===== src/rtl/gia_pkg.sv =====
// gia_pkg: shared widths, register indexes, mode codes and stage structs
// for the gather index address generator. No dependencies.
package gia_pkg;

  localparam int IDX_IN_W       = 32;
  localparam int ROW_W          = 16;
  localparam int CNT_W          = 17;
  localparam int MODE_W         = 2;
  localparam int CHUNK_W        = 7;
  localparam int OFF_W          = 38;
  localparam int CFG_IDX_W      = 2;
  localparam int CFG_W          = 17;
  localparam int DIGIT_W        = 4;
  localparam int PROD_W         = ROW_W + CNT_W;
  localparam int SUM_W          = PROD_W + 1;
  localparam int MAX_CHUNK_DEF  = 64;
  localparam int INDEX_BITS_DEF = 32;

  localparam logic [CFG_IDX_W-1:0] REG_MODE  = 2'd0;
  localparam logic [CFG_IDX_W-1:0] REG_COUNT = 2'd1;
  localparam logic [CFG_IDX_W-1:0] REG_CHUNK = 2'd2;

  localparam logic [MODE_W-1:0] MODE_RAISE = 2'd0;
  localparam logic [MODE_W-1:0] MODE_WRAP  = 2'd1;
  localparam logic [MODE_W-1:0] MODE_CLIP  = 2'd2;

  // carried alongside the remainder pipeline
  typedef struct packed {
    logic [ROW_W-1:0] row;
    logic             rend;
    logic             bad;
    logic             wrap;
    logic             neg;
    logic [CNT_W-1:0] idx;
  } gia_side_t;

  // address pipeline to emitter
  typedef struct packed {
    logic             valid;
    logic             bad;
    logic             rend;
    logic [OFF_W-1:0] offset;
  } gia_tail_t;

  // one radix-16 restoring step group: shifts DIGIT_W bits into the remainder
  function automatic logic [CNT_W-1:0] rem_step(input logic [CNT_W-1:0]   rem,
                                                input logic [DIGIT_W-1:0] dig,
                                                input logic [CNT_W-1:0]   cnt);
    logic [CNT_W:0] r;
    r = {1'b0, rem};
    for (int i = DIGIT_W - 1; i >= 0; i--) begin
      r = {r[CNT_W-1:0], dig[i]};
      if (r >= {1'b0, cnt}) begin
        r = r - {1'b0, cnt};
      end
    end
    return r[CNT_W-1:0];
  endfunction

endpackage


===== src/rtl/gia_remdiv.sv =====
// gia_remdiv: pipelined remainder of an index magnitude by the axis count,
// DIGIT_W quotient bits per stage. Depends on gia_pkg.
module gia_remdiv import gia_pkg::*; #(
  parameter int INDEX_BITS = INDEX_BITS_DEF
) (
  input  logic                  clk_i,
  input  logic                  rst_ni,
  input  logic                  en_i,
  input  logic                  valid_i,
  input  logic [INDEX_BITS-1:0] mag_i,
  input  gia_side_t             side_i,
  input  logic [CNT_W-1:0]      count_i,
  output logic                  valid_o,
  output logic [CNT_W-1:0]      rem_o,
  output gia_side_t             side_o
);

  localparam int NSTG  = (INDEX_BITS + DIGIT_W - 1) / DIGIT_W;
  localparam int PAD_W = NSTG * DIGIT_W;

  logic             vld_q  [NSTG];
  logic [PAD_W-1:0] mag_q  [NSTG];
  logic [CNT_W-1:0] rem_q  [NSTG];
  gia_side_t        side_q [NSTG];

  logic             vld_in  [NSTG];
  logic [PAD_W-1:0] mag_in  [NSTG];
  logic [CNT_W-1:0] rem_in  [NSTG];
  gia_side_t        side_in [NSTG];

  for (genvar s = 0; s < NSTG; s++) begin : g_stage
    if (s == 0) begin : g_first
      assign vld_in[s]  = valid_i;
      assign mag_in[s]  = PAD_W'(mag_i);
      assign rem_in[s]  = '0;
      assign side_in[s] = side_i;
    end else begin : g_next
      assign vld_in[s]  = vld_q[s-1];
      assign mag_in[s]  = mag_q[s-1];
      assign rem_in[s]  = rem_q[s-1];
      assign side_in[s] = side_q[s-1];
    end

    always_ff @(posedge clk_i or negedge rst_ni) begin
      if (!rst_ni) begin
        vld_q[s] <= 1'b0;
      end else if (en_i) begin
        vld_q[s] <= vld_in[s];
      end
    end

    always_ff @(posedge clk_i) begin
      if (en_i) begin
        mag_q[s]  <= mag_in[s] << DIGIT_W;
        rem_q[s]  <= rem_step(rem_in[s], mag_in[s][PAD_W-1 -: DIGIT_W], count_i);
        side_q[s] <= side_in[s];
      end
    end
  end

  assign valid_o = vld_q[NSTG-1];
  assign rem_o   = rem_q[NSTG-1];
  assign side_o  = side_q[NSTG-1];

endmodule


===== src/rtl/gia_addr.sv =====
// gia_addr: final index fix-up and offset arithmetic, four register stages:
// index select, row*count, add index, scale by chunk length. Depends on gia_pkg.
module gia_addr import gia_pkg::*; #(
  parameter int MAX_CHUNK = MAX_CHUNK_DEF,
  localparam int CW       = $clog2(MAX_CHUNK + 1)
) (
  input  logic             clk_i,
  input  logic             rst_ni,
  input  logic             en_i,
  input  logic             valid_i,
  input  logic [CNT_W-1:0] rem_i,
  input  gia_side_t        side_i,
  input  logic [CNT_W-1:0] count_i,
  input  logic [CW-1:0]    nel_i,
  output gia_tail_t        tail_o
);

  logic [CNT_W-1:0]    idx_d;
  logic                s1_vld_q, s2_vld_q, s3_vld_q, s4_vld_q;
  logic [CNT_W-1:0]    s1_idx_q, s2_idx_q;
  logic [ROW_W-1:0]    s1_row_q;
  logic [2:0]          s1_flg_q, s2_flg_q, s3_flg_q, s4_flg_q;  // {bad, rend, spare}
  logic [PROD_W-1:0]   s2_prod_q;
  logic [SUM_W-1:0]    s3_sum_q;
  logic [SUM_W+CW-1:0] scaled;
  logic [OFF_W-1:0]    s4_off_q;

  always_comb begin
    if (side_i.wrap) begin
      idx_d = (side_i.neg && (rem_i != '0)) ? (count_i - rem_i) : rem_i;
    end else begin
      idx_d = side_i.idx;
    end
  end

  assign scaled = s3_sum_q * nel_i;

  always_ff @(posedge clk_i or negedge rst_ni) begin
    if (!rst_ni) begin
      s1_vld_q <= 1'b0;
      s2_vld_q <= 1'b0;
      s3_vld_q <= 1'b0;
      s4_vld_q <= 1'b0;
    end else if (en_i) begin
      s1_vld_q <= valid_i;
      s2_vld_q <= s1_vld_q;
      s3_vld_q <= s2_vld_q;
      s4_vld_q <= s3_vld_q;
    end
  end

  always_ff @(posedge clk_i) begin
    if (en_i) begin
      s1_idx_q  <= idx_d;
      s1_row_q  <= side_i.row;
      s1_flg_q  <= {side_i.bad, side_i.rend, 1'b0};
      s2_prod_q <= PROD_W'(s1_row_q) * PROD_W'(count_i);
      s2_idx_q  <= s1_idx_q;
      s2_flg_q  <= s1_flg_q;
      s3_sum_q  <= SUM_W'(s2_prod_q) + SUM_W'(s2_idx_q);
      s3_flg_q  <= s2_flg_q;
      s4_off_q  <= scaled[OFF_W-1:0];
      s4_flg_q  <= s3_flg_q;
    end
  end

  assign tail_o.valid  = s4_vld_q;
  assign tail_o.bad    = s4_flg_q[2];
  assign tail_o.rend   = s4_flg_q[1] | (s4_flg_q[0] & 1'b0);
  assign tail_o.offset = s4_off_q;

endmodule


===== src/rtl/gia_emit.sv =====
// gia_emit: result sequencer; turns one address item into chunk-length
// consecutive offsets or a single error result. Depends on gia_pkg.
module gia_emit import gia_pkg::*; #(
  parameter int MAX_CHUNK = MAX_CHUNK_DEF,
  localparam int CW       = $clog2(MAX_CHUNK + 1)
) (
  input  logic             clk_i,
  input  logic             rst_ni,
  input  gia_tail_t        tail_i,
  input  logic [CW-1:0]    nel_i,
  output logic             stall_o,
  output logic             result_valid_o,
  output logic [OFF_W-1:0] source_offset_o,
  output logic             index_error_o,
  output logic             last_of_item_o,
  output logic             row_done_o
);

  logic             em_valid_q;
  logic [OFF_W-1:0] off_q;
  logic [CW-1:0]    rem_q;
  logic             err_q;
  logic             rend_q;
  logic             em_last;
  logic             load;

  assign em_last = em_valid_q && (rem_q == CW'(1));
  assign load    = tail_i.valid && (!em_valid_q || em_last);
  assign stall_o = tail_i.valid && em_valid_q && !em_last;

  always_ff @(posedge clk_i or negedge rst_ni) begin
    if (!rst_ni) begin
      em_valid_q <= 1'b0;
    end else if (load) begin
      em_valid_q <= 1'b1;
    end else if (em_last) begin
      em_valid_q <= 1'b0;
    end
  end

  always_ff @(posedge clk_i) begin
    if (load) begin
      off_q  <= tail_i.bad ? '0 : tail_i.offset;
      rem_q  <= tail_i.bad ? CW'(1) : nel_i;
      err_q  <= tail_i.bad;
      rend_q <= tail_i.rend;
    end else if (em_valid_q) begin
      off_q <= off_q + OFF_W'(1);
      rem_q <= rem_q - CW'(1);
    end
  end

  assign result_valid_o  = em_valid_q;
  assign source_offset_o = off_q;
  assign index_error_o   = em_valid_q && err_q;
  assign last_of_item_o  = em_last;
  assign row_done_o      = em_last && rend_q;

endmodule


===== src/rtl/gather_index_address_gen_core.sv =====
// gather_index_address_gen_core: top level of the gather index address generator.
// Holds configuration, input register and index classification; instantiates
// gia_remdiv, gia_addr and gia_emit. Depends on gia_pkg.
//
// Each transfer on start/busy carries one index; it yields chunk_len consecutive
// element offsets, or one error result (raise mode out of range, or a count of
// zero). The first result of an item shows on the result ports after the input
// register, which loads at the accepting edge, then one remainder stage per four
// index bits, four address stages and the output sequencer. An item enters every
// cycle while busy is low; the output sequencer delivers one result per cycle,
// and busy is high while the sequencer is still delivering a multi-result item
// and the next one waits behind it. Results are shown for one cycle with
// result_valid_o and cannot be held off. Configuration must be written only
// while no item is in flight.
module gather_index_address_gen_core import gia_pkg::*; #(
  parameter int MAX_CHUNK  = MAX_CHUNK_DEF,
  parameter int INDEX_BITS = INDEX_BITS_DEF
) (
  input  logic                 clk_i,
  input  logic                 rst_ni,
  input  logic                 start,
  output logic                 busy,
  input  logic [IDX_IN_W-1:0]  index_value_i,
  input  logic [ROW_W-1:0]     outer_row_i,
  input  logic                 row_end_i,
  input  logic                 cfg_we_i,
  input  logic [CFG_IDX_W-1:0] cfg_idx_i,
  input  logic [CFG_W-1:0]     cfg_wdata_i,
  output logic                 result_valid_o,
  output logic [OFF_W-1:0]     source_offset_o,
  output logic                 index_error_o,
  output logic                 last_of_item_o,
  output logic                 row_done_o
);

  localparam int CW = $clog2(MAX_CHUNK + 1);
  localparam int MW = (INDEX_BITS > CNT_W) ? INDEX_BITS : CNT_W;

  logic [MODE_W-1:0]     mode_q;
  logic [CNT_W-1:0]      count_q;
  logic [CHUNK_W-1:0]    chunk_q;
  logic [CW-1:0]         nel;

  logic                  stall;
  logic                  in_valid_q;
  logic [INDEX_BITS-1:0] index_q;
  logic [ROW_W-1:0]      row_q;
  logic                  rend_q;

  logic                  neg;
  logic [INDEX_BITS-1:0] mag;
  logic [MW-1:0]         mag_x;
  logic [MW-1:0]         cnt_x;
  logic                  raise_bad;
  gia_side_t             side;

  logic                  div_valid;
  logic [CNT_W-1:0]      div_rem;
  gia_side_t             div_side;
  gia_tail_t             tail;

  // configuration
  always_ff @(posedge clk_i or negedge rst_ni) begin
    if (!rst_ni) begin
      mode_q  <= MODE_RAISE;
      count_q <= CNT_W'(1);
      chunk_q <= CHUNK_W'(1);
    end else if (cfg_we_i) begin
      unique case (cfg_idx_i)
        REG_MODE:  mode_q  <= cfg_wdata_i[MODE_W-1:0];
        REG_COUNT: count_q <= cfg_wdata_i[CNT_W-1:0];
        REG_CHUNK: chunk_q <= cfg_wdata_i[CHUNK_W-1:0];
        default: ;
      endcase
    end
  end

  always_comb begin
    if (chunk_q == '0) begin
      nel = CW'(1);
    end else if (chunk_q > CHUNK_W'(MAX_CHUNK)) begin
      nel = CW'(MAX_CHUNK);
    end else begin
      nel = chunk_q[CW-1:0];
    end
  end

  assign busy = stall;

  // input register
  always_ff @(posedge clk_i or negedge rst_ni) begin
    if (!rst_ni) begin
      in_valid_q <= 1'b0;
    end else if (!stall) begin
      in_valid_q <= start && !busy;
    end
  end

  always_ff @(posedge clk_i) begin
    if (!stall) begin
      index_q <= index_value_i[INDEX_BITS-1:0];
      row_q   <= outer_row_i;
      rend_q  <= row_end_i;
    end
  end

  // classification: raise and clip resolved here, wrap after the remainder
  assign neg   = index_q[INDEX_BITS-1];
  assign mag   = neg ? (~index_q + INDEX_BITS'(1)) : index_q;
  assign mag_x = MW'(mag);
  assign cnt_x = MW'(count_q);
  assign raise_bad = neg ? (mag_x > cnt_x) : (mag_x >= cnt_x);

  always_comb begin
    side.row  = row_q;
    side.rend = rend_q;
    side.neg  = neg;
    side.wrap = 1'b0;
    side.bad  = (count_q == '0);
    side.idx  = '0;
    unique case (mode_q)
      MODE_RAISE: begin
        side.bad = (count_q == '0) || raise_bad;
        side.idx = neg ? (count_q - mag_x[CNT_W-1:0]) : mag_x[CNT_W-1:0];
      end
      MODE_WRAP: begin
        side.wrap = 1'b1;
      end
      default: begin
        if (neg) begin
          side.idx = '0;
        end else if (mag_x >= cnt_x) begin
          side.idx = count_q - CNT_W'(1);
        end else begin
          side.idx = mag_x[CNT_W-1:0];
        end
      end
    endcase
  end

  gia_remdiv #(
    .INDEX_BITS (INDEX_BITS)
  ) u_remdiv (
    .clk_i   (clk_i),
    .rst_ni  (rst_ni),
    .en_i    (!stall),
    .valid_i (in_valid_q),
    .mag_i   (mag),
    .side_i  (side),
    .count_i (count_q),
    .valid_o (div_valid),
    .rem_o   (div_rem),
    .side_o  (div_side)
  );

  gia_addr #(
    .MAX_CHUNK (MAX_CHUNK)
  ) u_addr (
    .clk_i   (clk_i),
    .rst_ni  (rst_ni),
    .en_i    (!stall),
    .valid_i (div_valid),
    .rem_i   (div_rem),
    .side_i  (div_side),
    .count_i (count_q),
    .nel_i   (nel),
    .tail_o  (tail)
  );

  gia_emit #(
    .MAX_CHUNK (MAX_CHUNK)
  ) u_emit (
    .clk_i           (clk_i),
    .rst_ni          (rst_ni),
    .tail_i          (tail),
    .nel_i           (nel),
    .stall_o         (stall),
    .result_valid_o  (result_valid_o),
    .source_offset_o (source_offset_o),
    .index_error_o   (index_error_o),
    .last_of_item_o  (last_of_item_o),
    .row_done_o      (row_done_o)
  );

endmodule


===== config.mk =====
export PLATFORM = sky130hd
export DESIGN_NAME = gather_index_address_gen_core
export DESIGN_NICKNAME = d
export VERILOG_FILES = /design/src/rtl/gia_pkg.sv /design/src/rtl/gia_remdiv.sv /design/src/rtl/gia_addr.sv /design/src/rtl/gia_emit.sv /design/src/rtl/gather_index_address_gen_core.sv
export SDC_FILE = /design/constraint.sdc
export NUM_CORES = 2
export LEC_CHECK = 0
export BUFFER_PORTS_ARGS = -buffer_cell sky130_fd_sc_hd__buf_2
export CAP_MARGIN = 20
export CORE_AREA = 3 3 474 476
export CTS_BUF_LIST = sky130_fd_sc_hd__clkbuf_8
export DETAILED_ROUTE_END_ITERATION = 8
export DIE_AREA = 0 0 477 479
export MAX_ROUTING_LAYER = met4
export PLACE_DENSITY = 0.49
export SLEW_MARGIN = 0
export SYNTH_ARGS = -nofsm -noshare
export SYNTH_HDL_FRONTEND = slang
export SYNTH_SLANG_ARGS = --single-unit

===== constraint.sdc =====
create_clock -name clk_i -period 24.2 [get_ports clk_i]
set_input_delay 4.84 -clock clk_i [delete_from_list [all_inputs] [get_ports clk_i]]
set_output_delay 4.84 -clock clk_i [all_outputs]
set_load 0.005 [all_outputs]

==> results.sh <==
export IMPL_synth_distinct_cells=88
export IMPL_first_iter_violations=4107
export IMPL_grt_first_pass_wirelength_mm=350
export IMPL_gp_congestion=0.921
export IMPL_crit_path_start_kind="flop"
export IMPL_ys_warn_count=0
export IMPL_cts_hold_buffers_added=0
export IMPL_cts_sinks=843
export IMPL_yosys_top_cells_area="edfxtp_1 (31%), ha_1 (12%), fa_1 (10%), xnor2_1 (4.3%), nand2_1 (4.0%)"
export IMPL_post_route_period_util_pct=57.7
export IMPL_tightest_slew_ns=1.01
export IMPL_slowest_stage="a211oi_1"
export IMPL_routed_wl_mm=228
export IMPL_fin_crit_ns=13.96
export IMPL_clock_fmax_mhz=71.7
export IMPL_worstSetupPathType="flop to flop"
export IMPL_avgRoutedWirePerCell_um=20.4
export IMPL_die_h_um=479
export IMPL_path_delay_family="compound AO/OA/AOI/OAI gates"
export IMPL_fill_cells=21900
export IMPL_cts_buffer_depth=3
export IMPL_die_w_um=477
export IMPL_mostFrequentLayoutCell="nand2_1"
export IMPL_die_area_mm2=0.228
export IMPL_drv_slew=0
export IMPL_crit_path_end_kind="flop"
export IMPL_vias=59400
export IMPL_track_usage_pct=20.1
export IMPL_tritoncts="yes"
export IMPL_fin_skew_ns=0.0621
export IMPL_drc=0
export IMPL_outcome="complete, no violations"
export IMPL_numPortBuffers=114
export IMPL_drv_cap=0
export IMPL_post_cts_buffers=0
export IMPL_cts_htree_levels=4
export IMPL_timing_critical_path_mode_cell="a21oi_1"
export IMPL_initial_utilization_pct=34.8
export IMPL_synth_nets=9071
export IMPL_grt_start_max_net_pins=154
export IMPL_tns_ns=0
export IMPL_cp_num_buf_inv=4
export IMPL_pin_count=115
export IMPL_worst_ep_required_time_ns=24.78
export IMPL_grt_pass1_vias=58800
export IMPL_firstDrtPassIters=6
export IMPL_synthFlopType="edfxtp_1"
export IMPL_setup_viol=0
export IMPL_antenna_left=0
export IMPL_drive_above_1_share_pct=9.64
export IMPL_viasPerCell=5.33
export IMPL_critPathMaxFanout=36
export IMPL_synth_top_cell_area_share_pct=31.3
export IMPL_dp_hpwl_mm=173
export IMPL_cts_root_buf="clkbuf_8"
export IMPL_ys_ff_latch=843
export IMPL_grt_overflow=0
export IMPL_hold_path_class="flop to flop"
export IMPL_synth_edff_count=803
export IMPL_hold_viol_final=0
export IMPL_finalNetCount=9249
export IMPL_core_area_mm2=0.221
export IMPL_rsz0062_at_grt="no"
export IMPL_clkTransAtPathRegs_ns=0.06
export IMPL_synth_area_per_cell_um2=9.82
export IMPL_area_growth_synth_to_final_pct=10.1
export IMPL_slowest_delay_ns=0.79
export IMPL_insertion_delay_ns=0.92
export IMPL_critPathArrivalTime_ns=14.53
export IMPL_ys_seq_area_share_pct=32.6
export IMPL_synth_top_area_cell="edfxtp_1"
export IMPL_netlist_instances=7847
export IMPL_layout_common_cells="nand2_1 (811), edfxtp_1 (803), ha_1 (753)"
export IMPL_synth_area_mm2=0.0770
export IMPL_core_rowCount=173
export IMPL_async_reset_ff_share_pct=4.74
export IMPL_maxSlewHeadroom_pct=30.9
export IMPL_cts_resized=0
export IMPL_antenna_found_initial=7
export IMPL_r2r_slack_ns=10.24
export IMPL_numCtsBuffers=161
## worst paths after layout
path,startpoint,end,depth (start not counted)
worst min register to register,u_remdiv.mag_q[1][17]$_DFFE_PN_,u_remdiv.mag_q[1][49]$_DFFE_PN_,0
worst max register to register,count_q[7]$_DFFE_PN0P_,u_remdiv.rem_q[1][3]$_DFFE_PN_,43
max in group asynchronous,rst_ni,count_q[11]$_DFFE_PN0P_,2
worst min-delay path,u_remdiv.mag_q[1][17]$_DFFE_PN_,u_remdiv.mag_q[1][49]$_DFFE_PN_,0
worst max-delay path,count_q[7]$_DFFE_PN0P_,u_remdiv.rem_q[1][3]$_DFFE_PN_,43
min in group asynchronous,rst_ni,u_emit.result_valid_o$_DFFE_PN0P_,2
## flip-flops by register name, indices dropped and copies added, names as in the netlist, 2 cells and up
register,count
u_emit.rem_q,7
index_q,32
u_remdiv.vld_in,7
u_addr.s4_flg_q,2
row_q,16
u_addr.s4_off_q,38
mode_q,2
u_remdiv.rem_q,136
u_addr.s1_flg_q,2
u_addr.s1_row_q,16
u_addr.s2_idx_q,17
u_emit.source_offset_o,38
u_addr.s1_idx_q,17
u_remdiv.mag_q,112
u_addr.s2_prod_q,33
count_q,17
u_addr.s3_flg_q,2
chunk_q,7
u_remdiv.side_q,296
u_addr.s2_flg_q,2
u_addr.s3_sum_q,34
## layer usage
| layer | track usage (%) | vias to the layer above | share of wire (%) |
|---|---|---|---|
| met4 | 6.70 | 0 | 3.3 |
| met5 | - | - | 0 |
| met3 | 2.55 | 312 | 4.7 |
| met1 | 26.0 | 29100 | 45 |
| li1 | - | 28600 | - |
| met2 | 32.6 | 1421 | 47 |
## stage by stage
step | instances | setup slack (ns) | instance area (um^2) | utilization (%) | hold slack [ns]
floorplan | 7847 | 1.18 | 77000 | - | 0.400
global placement | 10800 | 10.50 | 81400 | 36.8 | 0.401
detailed placement | 10800 | 10.32 | 81500 | 36.8 | 0.405
CTS | 11100 | 10.27 | 84700 | 38.3 | 0.369
global route | 11100 | 9.20 | 84800 | 38.3 | 0.386
finish | 11100 | 10.24 | 84800 | 38.3 | 0.381
## cells by family (layout without fill, tap and decap cells)
| kind of cell | count (synthesis) | after routing | share of synthesized area [%] |
|---|---|---|---|
| adders and majority gates | 1152 | 1152 | 22.6 |
| and+or+nand+nor | 2332 | 2332 | 14.7 |
| buffers and inverters | 875 | 1178 | 4.29 |
| xor gates and xnor gates | 582 | 582 | 6.62 |
| DFF | 843 | 843 | 32.6 |
| AOI/OAI and AO/OA | 1743 | 1743 | 14.6 |
| other | 0 | 10 | 0 |
| muxes | 320 | 320 | 4.59 |
## area by class of cell
| type | instances | area (um^2) | share of cell area (%) |
|---|---|---|---|
| Clock buffer | 169 | 2330 | 2.74 |
| Inverter | 670 | 2520 | 2.97 |
| Tap cell | 2975 | 3720 | 4.39 |
| Antenna cell | 10 | 25.0 | 0.0295 |
| Multi-Input combinational cell | 6129 | 48700 | 57.4 |
| Sequential cell | 843 | 25100 | 29.6 |
| Timing Repair Buffer | 220 | 1450 | 1.71 |
| Clock inverter | 119 | 962 | 1.13 |
## cells in the mapped netlist, drive strengths merged (16+ instances only)
cell and count:
a211o 16, o21ai 427, and2 181, o211ai 26, a221o 19, nand2 811
o41ai 26, a21boi 31, o22ai 26, dfrtp 38, xnor2 380, a22oi 18
o21bai 67, xor2 202, mux2i 59, ha 753, nor2b 110, edfxtp 803
a31o 19, nor4 43, a21o 213, nand2b 66, and3 66, a21oi 462
a31oi 43, nand3b 60, o221ai 24, or2 27, fa 399, nand3 128
nor3 149, clkbuf 180, buf 25, or3 57, and4 24, mux2 261
o21a 94, nand4 102, a211oi 49, o31ai 40, nor2 460, inv 668
Power is not shown: default switching activity piles up to over one toggle a cycle in this logic, so the estimate is an artifact.
